### src/oas_queue.sv
// Two-entry request queue between the front and back parts.
// No dependencies.
`timescale 1ns / 1ps
`default_nettype none

module oas_queue #(
  parameter int Width = 32
) (
  input  wire logic             clk_i,
  input  wire logic             rst_ni,
  input  wire logic             push_valid_i,
  output logic                  push_ready_o,
  input  wire logic [Width-1:0] push_data_i,
  output logic                  pop_valid_o,
  input  wire logic             pop_i,
  output logic      [Width-1:0] pop_data_o
);

  logic [Width-1:0] buf_q [2];
  logic             wptr_q, rptr_q;
  logic [1:0]       cnt_q;
  logic             push, pop;

  assign push_ready_o = (cnt_q != 2'd2);
  assign pop_valid_o  = (cnt_q != 2'd0);
  assign pop_data_o   = buf_q[rptr_q];
  assign push = push_valid_i && push_ready_o;
  assign pop  = pop_i && pop_valid_o;

  always_ff @(posedge clk_i) begin
    if (push) begin
      buf_q[wptr_q] <= push_data_i;
    end
  end

  always_ff @(posedge clk_i or negedge rst_ni) begin
    if (!rst_ni) begin
      wptr_q <= 1'b0;
      rptr_q <= 1'b0;
      cnt_q  <= 2'd0;
    end else begin
      if (push) wptr_q <= ~wptr_q;
      if (pop)  rptr_q <= ~rptr_q;
      case ({push, pop})
        2'b10:   cnt_q <= cnt_q + 2'd1;
        2'b01:   cnt_q <= cnt_q - 2'd1;
        default: cnt_q <= cnt_q;
      endcase
    end
  end

endmodule

`default_nettype wire

### config.mk
export PLATFORM = sky130hd
export DESIGN_NAME = oas_queue
export DESIGN_NICKNAME = d
export VERILOG_FILES = /design/src/oas_queue.sv
export SDC_FILE = /design/constraint.sdc
export NUM_CORES = 1
export LEC_CHECK = 0
export ABC_AREA = 1
export BUFFER_PORTS_ARGS = -buffer_cell sky130_fd_sc_hd__buf_4
export CAP_MARGIN = 10
export CORE_ASPECT_RATIO = 1.1
export CORE_MARGIN = 2
export CORE_UTILIZATION = 45
export DETAILED_ROUTE_END_ITERATION = 6
export PLACE_DENSITY_LB_ADDON = 0.05
export RECOVER_POWER = 25
export SKIP_LAST_GASP = 1
export SLEW_MARGIN = 40
export SYNTH_ARGS = -nofsm -noshare
export SYNTH_HDL_FRONTEND = slang
export SYNTH_SLANG_ARGS = --single-unit
export TNS_END_PERCENT = 20
### constraint.sdc
create_clock -name clk_i -period 3.3 [get_ports clk_i]
set_input_delay 0.165 -clock clk_i [delete_from_list [all_inputs] [get_ports clk_i]]
set_output_delay 0.165 -clock clk_i [all_outputs]
set_load 0.01 [all_outputs]
-- Word level (Yosys, flattened, before mapping)
Memories as Yosys holds them, arrays and structs flattened.
Index checks and enable logic that the tools add are counted.
- register bits after elaboration: 4
- bits in writable memories: 64
- bits of input ports: 36
- output and inout port bits: 34
- word-level logic and storage cells: 18
- memories kept: 1
- memories (memory ; words ; width ; rd ports ; clocked after Yosys merged registers in ; wr ports ; line ; source):
    buf_q ; 2 ; 32 ; 1 ; 0 ; 1 ; 19 ; logic [Width-1:0] buf_q [2];
- add/subtract/negate cells: 2
- equality and inequality tests: 3
- mux-type cells: 3
- bitwise logic cells: 2
- reduce and logical (&&, ||, !) cells: 4
- operators by type and width (kind ; number):
    case mux 2 bit (2 select lines) ; 1
    nonzero test 2 bit ; 2
    adder 2 x 1 -> 2 bit (second input constant) ; 1
    equality test 2 x 1 -> 1 bit (second input constant) ; 1
    equality test 2 bit (second input constant) ; 1
    logical AND 1 bit ; 2
    2-to-1 mux 1 bit ; 2
    inequality test 2 bit (second input constant) ; 1
    NOT 1 bit ; 2
    subtractor 2 x 1 -> 2 bit (second input constant) ; 1

-- Logic depth before layout (Yosys ltp)
- word-level depth: 4
- gate-level depth with buffers: 10
- depth with buffers taken out: 10

-- Worst setup path after synthesis
Ideal clock, no wire load.
- path kind: register -> register
- from: register cnt_q[0]
- to: memory buf_q[0][0] (enable)
- setup time: 421 ps
- arrival time: 1951 ps
- required time: 2879 ps
- setup slack: 928 ps
- stages on the path, launching flop included: 5
- buffers on the path: 0
- period minus slack after synthesis: 2372 ps
- path through: dfrtp_1 -> inv_2 -> nand2_4 -> nand2_4 -> nor2_1
- cells in the longest elaborated chain, start to end: 4
- ends and longest elaborated chain (item ; line ; source):
    start: declaration ; 21 ; logic [1:0] cnt_q;
    start signal: assignment ; 45 ; 2'b10: cnt_q <= cnt_q + 2'd1;
    start signal: assignment ; 46 ; 2'b01: cnt_q <= cnt_q - 2'd1;
    start signal: assignment ; 47 ; default: cnt_q <= cnt_q;
    inequality test 2 bit ; 24 ; assign push_ready_o = (cnt_q != 2'd2);
    net push_ready_o ; 12 ; output logic push_ready_o,
    logical AND 1 bit ; 27 ; assign push = push_valid_i && push_ready_o;
    2-to-1 mux 1 bit ; 31 ; if (push) begin
    2-to-1 mux 1 bit (implied by the code) ; 32 ; buf_q[wptr_q] <= push_data_i;
    end: declaration ; 19 ;
The timed path passes the listed nets, and every way through them passes these cells.

-- Worst setup path in the final report
- from: register rptr_q
- to: output pop_data_o[25]
- cells in the longest elaborated chain, start to end: 1
- ends and longest elaborated chain (item ; line ; source):
    start: declaration ; 20 ; logic wptr_q, rptr_q;
    start signal: assignment ; 43 ; if (pop) rptr_q <= ~rptr_q;
    memory read (2 x 32 bit) ; -- ;
    end: declaration ; 16 ; output logic [Width-1:0] pop_data_o
Every way passes these cells.

==> summary.txt <==
Cells and area
  – Area Growth Syn to Fin: 31.54%
  – Total non-filler cell area in the finished layout: 0.003418 mm2
  – Total number of nets in the final design: 315
  – Core Util, Final: 60.39%
  – ANT cells: 0
  – Proportion of layout cells with a drive suffix above 1: 32.16%
  – Filler Cells Inserted: 460
  – Post-layout instance count excluding filler cells: 360

Critical path
  – Cell type group with the largest total delay on the critical path: flip-flops
  – Startpoint class of the critical path: flip-flop
  – Delay of the slowest cell on the worst path: 0.60 ns
  – Flop-to-flop setup slack: 1.72 ns
  – Worst Path Buf+Inv: 2
  – Required time reported for the critical path endpoint: 3.13 ns
  – Critical path capture point type: output port
  – Cell with the largest stage delay on the worst path: dfrtp_1
  – Critical path type: flip-flop to output port
  – Crit path cell chain: buf_4 > nand2_1 > nand2_1 > buf_4
  – Critical-path maximum fanout: 24
  – Critical path data arrival time: 1.58 ns

Detailed routing
  – Number of iterations in the first detailed-routing pass: 4
  – DRC violations left: 0
  – Total wire length after detailed routing: 4.387 mm
  – Initial DRC Count: 49
  – Number of vias in the routed layout: 1589
  – Routed wire per std cell: 12.19 um
  – Post-DR vias/cell: 4.414
  – Antenna Violating Nets Remaining: 0

Yosys
  – Total number of yosys warnings: 0
  – Flip-flop and latch count after synthesis: 68
  – Netlist Area Pre-Place: 0.002599 mm2
  – Cell taking the most area after synthesis: edfxtp_1
  – Post-synth net total: 234
  – Proportion of netlist area held by the largest area contributor: 73.95%
  – Unique masters post-synth: 17
  – Cell types with the largest area share after synthesis: edfxtp_1, nand2_1, dfrtp_1
  – Synth Instances: 197
  – Average size of a mapped cell: 13.19 um2
  – Share of the yosys chip area belonging to registers: 77.80%

Place
  – Post-placement cell area: 0.003199 mm2
  – Count of port buffers added during placement: 69
  – Worst slack after detailed placement: 1.689 ns
  – Final weighted congestion in routability-driven placement: 0.6924
  – Dpl hpwl: 2.865 mm
  – Total placed cells including tap cells: 339

GRT
  – Largest net degree at the start of global routing: 34
  – GRT Overall Usage: 14.69%
  – Initial antenna violation count: 0
  – Number of global-route vias before repair: 1468
  – Overflow left after global routing: 0
  – Wire length of the first global-routing pass: 6.900 mm

Power
  – Static leakage: 1.480 nW
  – PwrDens: 848.8 mW/mm2
  – Worst ir drop on vdd: 0.0004599 V
  – Cell Int Power: 1.949 mW
  – Power share of the combinational group: 36.6%
  – Switch Pwr: 0.9522 mW
  – Sequential group share of total power: 43.3%
  – Portion of total power attributed to the clock network: 20.0%
  – Net Sw Frac: 32.82%

Die
  – Std-Cell Rows: 29
  – Vertical die dimension: 83.70 um
  – Core ar.: 0.005660 mm2
  – Number of primary I/O pins: 70
  – Initial Utilization: 45.91%
  – Die Area: 0.006399 mm2
  – Floorplan die width: 76.46 um

STA
  – Final Max Tran Viols: 0
  – Final hold violation count: 0
  – Final setup TNS: 0 ns
  – Achievable clock frequency: 573.7 MHz
  – Part of the cycle the worst path needs: 52.82%
  – Slew @ Worst Pin: 0.5504 ns
  – Worst rel slew slack: 63.22%
  – Clock period minus final worst setup slack: 1.743 ns
  – Worst setup slack after layout: 1.557 ns
  – Post-Route Skew: 0.002313 ns
  – Number of setup violations in the final report: 0
  – Setup repair after global routing missed its margin: no

Min path
  – Classification of the worst-slack hold path: input port to flip-flop

Clocking
  – CTS Root Cell: clkbuf_8
  – Total number of H-tree levels: 3
  – Clock Latency Late Sink: 0.32 ns
  – Number of buffers inserted to repair setup after CTS: 0
  – Total CTS buffers: 9
  – CTS tree: yes
  – Number of resized instances in the post-cts repair step: 0
  – Longest Clk Path Bufs: 2
  – Quantity of hold-fixing buffers added after cts: 1
  – Clock-pin slew on the worst setup and hold paths: 0.06 ns
  – Sink count of the clock tree: 68

Status
  – Result of the run: completed

Job
  – Number of violations of the max-capacitance limit: 0
==> Yosys cell counts <==
cell	number
a21oi_1	1
nor2_1	2
buf_6	5
ha_1	1
nand2_1	103
nor2_4	1
xnor2_1	1
inv_2	1
dfrtp_1	4
buf_4	2
nand2_4	2
nand2_2	1
edfxtp_1	64
inv_1	5
nand4_1	1
inv_4	1
nand3_1	2
==> registers in the layout, indices dropped and copies added, names as in the netlist <==
signal,count
cnt_q,2
wptr_q,1
buf_q,64
rptr_q,1
==> layout make-up <==
type | instances | area [um2] | area share, %
Clock inverter | 2 | 10.01 | 0.2928
Clock buffer | 14 | 162.7 | 4.758
Inverter | 7 | 28.78 | 0.8419
Timing Repair Buffer | 77 | 614.3 | 17.97
Sequential cell | 68 | 2022 | 59.15
Multi-Input combinational cell | 115 | 484.2 | 14.17
Tap cell | 77 | 96.34 | 2.818
==> layout by cell type, fill, tap and decap left out, types with 4 or more instances in the layout <==
cell type,instances
dlygate4sd3_1,5
edfxtp_1,64
clkbuf_4,20
dfrtp_1,4
clkbuf_1,4
clkbuf_8,11
inv_1,5
nand2_1,103
buf_4,49
==> metal layers <==
metal | up-vias | track usage, % | share of wire, %
met5 | - | 0 | 0
met4 | 0 | 8.430 | 2.1
met3 | 9 | 4.329 | 4.8
met2 | 44 | 23.49 | 50
met1 | 712 | 17.78 | 43
li1 | 824 | - | -
==> power by group through the flow <==
stage                     clock (mW)  sequential [mW]  combinational [mW]
after floorplan                    0             1.25               0.642
after global placement             0             1.28                1.03
after detailed placement           0             1.28                1.09
after CTS                      0.602             1.26                1.09
after global routing           0.650             1.28                1.18
final                          0.581             1.26                1.06
==> metrics by stage <==
step / power (mW) / hold slack (ns)
detailed placement: 2.363 / -0.03241
floorplan: 1.891 / -0.1306
global placement: 2.308 / -0.03263
global route: 3.105 / 0.007877
finish: 2.902 / 0.02552
CTS: 2.952 / 0.003320
==> cell families after synthesis <==
kind of cell             Yosys count  share of synthesized area, %
AND/OR/NAND/NOR                  112                         17.33
flip-flops                        68                         77.80
buffers and inverters             14                         3.851
AO/OA/AOI/OAI                      1                        0.1924
XOR/XNOR                           1                        0.3371
adder cells (fa/ha/maj)            1                        0.4814
==> final timing paths <==
kind,endpoint,start,cells after the start
worst max-delay path,pop_data_o[25],rptr_q$_DFFE_PN0P_,4
worst max register to register,buf_q[1][23]$_DFFE_PP_,cnt_q[0]$_DFFE_PN0P_,5
worst min-delay path,buf_q[0][19]$_DFFE_PP_,push_data_i[19],1
worst min register to register,cnt_q[0]$_DFFE_PN0P_,cnt_q[0]$_DFFE_PN0P_,1
min in group asynchronous,wptr_q$_DFFE_PN0P_,rst_ni,2
max in group asynchronous,rptr_q$_DFFE_PN0P_,rst_ni,2
(Power assumes the default switching activity.)
