--- src/oas_pkg.sv ---
// Package for the overlap-add synthesis block: field widths, register
// indexes, reset values and the command record passed from front to back.
// No dependencies.
`timescale 1ns / 1ps
`default_nettype none

package oas_pkg;

  localparam int MAX_WINDOW_DEF = 2048;

  localparam int SampleW  = 16;
  localparam int WinCfgW  = 12;
  localparam int HopCfgW  = 11;
  localparam int GainCfgW = 16;
  localparam int CfgIdxW  = 2;
  localparam int CfgDataW = 16;
  localparam int ProdW    = 33;
  localparam int ScaledW  = 18;
  localparam int SumW     = 19;

  localparam logic [CfgIdxW-1:0] CfgWindow = 2'd0;
  localparam logic [CfgIdxW-1:0] CfgHop    = 2'd1;
  localparam logic [CfgIdxW-1:0] CfgGain   = 2'd2;

  localparam logic [WinCfgW-1:0]  WindowRst = 12'd1024;
  localparam logic [HopCfgW-1:0]  HopRst    = 11'd256;
  localparam logic [GainCfgW-1:0] GainRst   = 16'd16384;

  typedef struct packed {
    logic                      is_out;
    logic                      last;
    logic signed [SampleW-1:0] sample;
  } cmd_t;

  localparam int CmdW = $bits(cmd_t);

endpackage

`default_nettype wire

--- src/oas_front.sv ---
// Front part: accepts grain samples, tracks grain position and ring base,
// computes the store address and classifies each request. Uses oas_pkg.
`timescale 1ns / 1ps
`default_nettype none

module oas_front import oas_pkg::*; #(
  parameter int MAX_WINDOW = MAX_WINDOW_DEF,
  localparam int AW = $clog2(MAX_WINDOW)
) (
  input  wire logic               clk_i,
  input  wire logic               rst_ni,
  input  wire logic [WinCfgW-1:0] window_i,
  input  wire logic [HopCfgW-1:0] hop_i,
  input  wire logic               busy_i,
  input  wire logic               s_axis_tvalid,
  output logic                    s_axis_tready,
  input  wire logic [SampleW-1:0] s_axis_tdata,
  input  wire logic               q_ready_i,
  output logic                    q_valid_o,
  output logic      [AW-1:0]      q_addr_o,
  output cmd_t                    q_cmd_o
);

  localparam int WW = AW + 1;
  localparam int CW = (WW > WinCfgW) ? WW : WinCfgW;

  logic [AW-1:0] pos_q, base_q;
  logic [CW-1:0] win_ext, max_ext, w_c, hop2;
  logic [WW-1:0] w_eff, sum_a, pos_inc, base_sum;
  logic [AW-1:0] h_eff, pos, base, base_nx;
  logic          wrap, accept;

  assign win_ext = CW'(window_i);
  assign max_ext = CW'(MAX_WINDOW);
  assign w_c = (win_ext < CW'(2)) ? CW'(2) : ((win_ext > max_ext) ? max_ext : win_ext);
  assign w_eff = WW'(w_c);
  assign hop2 = CW'({hop_i, 1'b0});
  assign h_eff = (hop_i == '0 || w_c < hop2) ? AW'(w_eff >> 1) : AW'(hop_i);

  assign pos  = (WW'(pos_q) >= w_eff) ? '0 : pos_q;
  assign base = (WW'(base_q) >= w_eff) ? '0 : base_q;

  assign sum_a    = WW'(base) + WW'(pos);
  assign q_addr_o = (sum_a >= w_eff) ? AW'(sum_a - w_eff) : AW'(sum_a);

  assign pos_inc  = WW'(pos) + WW'(1);
  assign wrap     = (pos_inc >= w_eff);
  assign base_sum = WW'(base) + WW'(h_eff);
  assign base_nx  = (base_sum >= w_eff) ? AW'(base_sum - w_eff) : AW'(base_sum);

  assign q_cmd_o.is_out = (pos < h_eff);
  assign q_cmd_o.last   = (pos == AW'(h_eff - AW'(1)));
  assign q_cmd_o.sample = $signed(s_axis_tdata);

  assign s_axis_tready = q_ready_i && !busy_i;
  assign q_valid_o     = s_axis_tvalid && !busy_i;
  assign accept        = s_axis_tvalid && s_axis_tready;

  always_ff @(posedge clk_i or negedge rst_ni) begin
    if (!rst_ni) begin
      pos_q  <= '0;
      base_q <= '0;
    end else if (accept) begin
      pos_q  <= wrap ? '0 : AW'(pos_inc);
      base_q <= wrap ? base_nx : base;
    end
  end

endmodule

`default_nettype wire

--- config.mk ---
export PLATFORM = sky130hd
export DESIGN_NAME = oas_front
export DESIGN_NICKNAME = d
export VERILOG_FILES = /design/src/oas_pkg.sv /design/src/oas_front.sv
export SDC_FILE = /design/constraint.sdc
export NUM_CORES = 1
export LEC_CHECK = 0
export ABC_AREA = 0
export BUFFER_PORTS_ARGS = -buffer_cell sky130_fd_sc_hd__buf_4
export CORE_ASPECT_RATIO = 0.75
export CORE_MARGIN = 3
export CORE_UTILIZATION = 28
export DETAILED_ROUTE_END_ITERATION = 10
export MAX_ROUTING_LAYER = met4
export PLACE_DENSITY = 0.56
export SLEW_MARGIN = 20
export SYNTH_ARGS = -nofsm -noshare
export SYNTH_HDL_FRONTEND = slang
export SYNTH_SLANG_ARGS = --single-unit
export TNS_END_PERCENT = 100
--- constraint.sdc ---
create_clock -name clk_i -period 10.5 [get_ports clk_i]
set_clock_uncertainty 0.05 [all_clocks]
set_input_delay 1.575 -clock clk_i [delete_from_list [all_inputs] [get_ports clk_i]]
set_output_delay 1.575 -clock clk_i [all_outputs]
set_load 0.05 [all_outputs]
== Word-level counts from Yosys, hierarchy flattened ==
Index checks and enable logic that the tools add are counted.
Cells by class
  add/sub/neg operators: 6
  multiply operators: 0
  div/mod/pow operators: 0
  order comparisons: 9
  eq/ne operators: 1
  shift-type cells: 0
  muxes and demuxes: 9
  bitwise operators: 0
  reduce and logical (&&, ||, !) cells: 6
Operators with widths (count)
  $mux W11: 7
  $ge A12 B12 Y1: 3
  $add A11 B11 Y12: 2
  $ge A11 B12 Y1: 2
  $mux W12: 2
  $sub A11 B11 Y11: 2
  $add A11 B1 Y12 const B: 1
  $gt A12 B12 Y1 const B: 1
  $lt A12 B12 Y1: 1
  $lt A12 B2 Y1 const B: 1
  $eq A11 B11 Y1: 1
  $logic_not A11 Y1: 1
  $lt A11 B11 Y1: 1
  $sub A11 B1 Y11 const B: 1
  $logic_and A1 B1 Y1: 3
  $logic_not A1 Y1: 1
  $logic_or A1 B1 Y1: 1
Word-level totals
  register bits after elaboration: 22
  latch bits: 0
  memory bits (writable): 0
  bits in read-only memories: 0
  memories: 0

== Depth between registers and ports, before layout ==
  word-level depth: 10
  depth in mapped cells: 33

== Least setup slack after synthesis ==
Ideal clock, no wire load.
  kind: input to output
  from: input window_i[10]
  to: output q_addr_o[0]
  data arrival time: 8.247 ns
  slack: 0.628 ns
  stages on the path: 32
  buffers on the path: 2
  cells stage by stage: or4_4 > nor2_1 > a21oi_1 > nor2_1 > inv_1 > ha_1 > a21o_1 > a21o_1 > a21o_1 > a211oi_1 > o21a_1 > nor4_1 > clkbuf_1 > nor2_1 > ha_1 > inv_1 > fa_1 > nor2b_1 > o21ai_0 > a21boi_0 > o21ai_0 > a21boi_0 > nor2_1 > ha_1 > or2_2 > a21oi_1 > a21oi_1 > o211ai_1 > a21oi_1 > a211oi_1 > clkbuf_1 > mux2i_1
Between the ends
  longest elaborated chain between the ends: 8
  elaborated cells on any way between the ends: 12
RTL lines
  start: declaration: line oas_front.sv:12  | input wire logic [WinCfgW-1:0] window_i,
  $gt A12 B12 Y1: line oas_front.sv:35  | assign w_c = (win_ext < CW'(2)) ? CW'(2) : ((win_ext > max_ext) ? max_ext : win_ext);
  $mux W12: line oas_front.sv:35
  $mux W12 (*): line oas_front.sv:35
  $ge A11 B12 Y1, on equally long branches: line oas_front.sv:41, oas_front.sv:40
  $mux W11, on equally long branches: line oas_front.sv:41, oas_front.sv:40
  $add A11 B11 Y12: line oas_front.sv:43  | assign sum_a = WW'(base) + WW'(pos);
  $sub A11 B11 Y11 or $ge A12 B12 Y1 (tied branches): line oas_front.sv:44  | assign q_addr_o = (sum_a >= w_eff) ? AW'(sum_a - w_eff) : AW'(sum_a);
  $mux W11 (*): line oas_front.sv:44
  end: declaration: line oas_front.sv:20  | output logic [AW-1:0] q_addr_o,
Every way passes the cells marked *; elsewhere a longest branch is shown, timed or not.

== Final worst setup path ==
  from: input window_i[10]
  to: output q_addr_o[3]
Same word-level chain as after synthesis.

==> flow_metrics.tcl <==
set metrics [dict create \
    core-area_um2 18900 \
    drive_gt1_share_pct 12.5 \
    grt_pass1_wl_mm 27.0 \
    io_buffers 42 \
    dpl.hpwl_mm 13.9 \
    netlist_instances 711 \
    drc_errors 0 \
    max-slew-margin-rel_pct 51.8 \
    yosysMostFrequentCell "ha_1" \
    worst_path_max_delay_cell "or4_4" \
    timing.hold.ws_ps 454 \
    crit_path_end_kind "output port" \
    globalplace.congestion 0.884 \
    netlist.area_leader.share_pct 23.4 \
    status "finished, final reports clean" \
    vias_per_cell 5.15 \
    io-pin-count 75 \
    first_iter_violations 429 \
    fin_tns_setup_ps 0 \
    worstPathRequired_ps 8880 \
    cpLargestDelayFamily "compound AO/OA/AOI/OAI gates" \
    ys_seq_area_share_pct 10.0 \
    startpoint_type "input port" \
    diodes 0 \
    cap_violations 0 \
    fin_nets 890 \
    yosysUniqueCellTypes 69 \
    yosysTopAreaCell "ha_1" \
    cts.sinks 22 \
    instances_no_fill 985 \
    htreeDepth 1 \
    cts_buffer_depth 2 \
    post_drt_wl_per_cell_um 16.9 \
    setup_violations 0 \
    layout_min_cycle_time_ps 10050 \
    synth-async-reset-ratio_pct 100 \
    tightestPinTransition_ps 722 \
    die_h_um 127 \
    firstDrtPassIters 5 \
    cp_num_buf_inv 6 \
    path_clk_slew_ps 60 \
    ys.flop_type "dfrtp_1" \
    antenna_found_initial 0 \
    placed_cells 981 \
    syn_nets 862 \
    finalHoldViolations 0 \
    grt-ovfl-total 0 \
    hold_class "flop to flop" \
    initial_utilization_pct 29.2 \
    ir_drop_v 0.000385 \
    synth.top_cells.by_count "ha_1 (103), inv_1 (65), nand2_1 (50)" \
    power.density_nw_per_um2 281 \
    synth.area.top_cells "ha_1 (23%), dfrtp_1 (10%), inv_1 (4.4%), xnor2_1 (4.1%), a21oi_1 (3.9%)" \
    rows 43 \
    p_leak_uw 0.00301 \
    syn_area_um2 5510 \
    arrival_ps 8420 \
    grt_pass1_vias 4818 \
    area_delta_synth_final_pct 11.7 \
    drt-total-wl_mm 16.7 \
    finalCritPeriodShare_pct 95.7 \
    clk_latency_ps 270 \
    synth-warning-count 0 \
    cts_tree "built" \
    cts_root_buf "clkbuf_16" \
    path_common_cell "buf_4" \
    synth-seq-cells 22 \
    syn_area_per_cell_um2 7.74 \
    fmax_mhz 99.5 \
    die_w_um 168 \
    grt_usage_pct 16.0 \
    cp_max_fo 12 \
    cts_inserted_buffers 3 \
    die_area_um2 21400 \
    critPathKind "input port to output port" \
    slowest_delay_ps 580 \
    slew_violations 0 \
    rsz0062_at_grt "no" \
    vias 5073 \
    synth_edf_count 0 \
    utilization_pct 32.6 \
    antenna_left 0 \
    total_power_uw 1730 \
    grt_max_degree 23 \
]
## logic make-up after synthesis
group           share of synthesized area, %
xor+xnor                                6.36
mux                                     5.52
compound gates                          24.5
simple gates                            20.6
flops                                   10.0
fa+ha+maj                               24.9
buf+inv                                 8.13
## state kept, by name, summed over array words and instances (netlist names)
register	flops
pos_q	11
base_q	11
## area by class of cell
class,instances,area (µm²)
timing repair buffer,57,428
clock inverter,1,30.0
multi-input combinational,589,4510
sequential,22,551
fill,2026,12700
clock buffer,3,75.1
inverter,66,248
tap,247,309
## layer usage
metal,vias to the layer above,global-route usage (%),routed length [µm]
met2,118,21.7,6260
met4,0,1.54,99
li1,2634,-,-
met1,2313,25.5,9440
met3,8,2.23,892
met5,-,-,0
## path summary, 6_finish.rpt
check	startpoint	endpoint	slack [ps]	depth (start not counted)
min in group asynchronous	rst_ni	base_q[10]	1170	1
setup / recovery	window_i[10]	q_addr_o[3]	450	34
hold / removal	pos_q[0]	pos_q[0]	450	2
hold reg to reg	pos_q[0]	pos_q[0]	450	2
setup reg to reg	base_q[0]	base_q[10]	4730	27
max in group asynchronous	rst_ni	base_q[3]	8970	1
## layout by cell type, fill, tap and decap left out, drive strengths merged, types with 8 or more instances in the layout
| cell | n |
|---|---|
| ha | 103 |
| inv | 65 |
| buf | 57 |
| nand2 | 50 |
| nor2 | 44 |
| a21oi | 44 |
| o21ai | 39 |
| nor2b | 27 |
| xnor2 | 26 |
| dfrtp | 22 |
| mux2i | 18 |
| a21o | 17 |
| nor3 | 17 |
| o21a | 17 |
| xor2 | 14 |
| mux2 | 11 |
| nand3 | 10 |
| a21boi | 10 |
| and3 | 9 |
| nor4 | 9 |
| o211ai | 9 |
| nand2b | 8 |
| nand4 | 8 |
| a22o | 8 |
## what timing repair did
| item | CTS | global route |
|---|---|---|
| buffers inserted | 0 | 0 |
| gates resized for setup | 0 | 2 |
| setup endpoints to repair | 0 | 8 |
| hold buffers | 0 | 0 |
## report_power, final
| part | switching, µW | total [µW] | internal (µW) |
|---|---|---|---|
| Combinational | 882 | 1480 | 599 |
| Clock | 36.3 | 112 | 75.9 |
| Sequential | 27.3 | 134 | 107 |
| Total | 945 | 1730 | 781 |
## worst register-to-register path, delay by kind of cell, from the launching register on
| kind | cells | cell delay [ps] |
|---|---|---|
| buffers and inverters | 4 | 580 |
| xor gates and xnor gates | 1 | 310 |
| AOI/OAI and AO/OA | 15 | 2830 |
| adders and majority gates | 3 | 880 |
| and+or+nand+nor | 4 | 660 |
| DFF | 1 | 350 |
## per-stage QoR
stage               worst slack (ps)  instance area (µm²)
finish                           453                 6150
CTS                              395                 6150
floorplan                        628                 5510
global route                    9.76                 6150
detailed placement               465                 6050
global placement                 501                 6050
(Power assumes the default switching activity.)
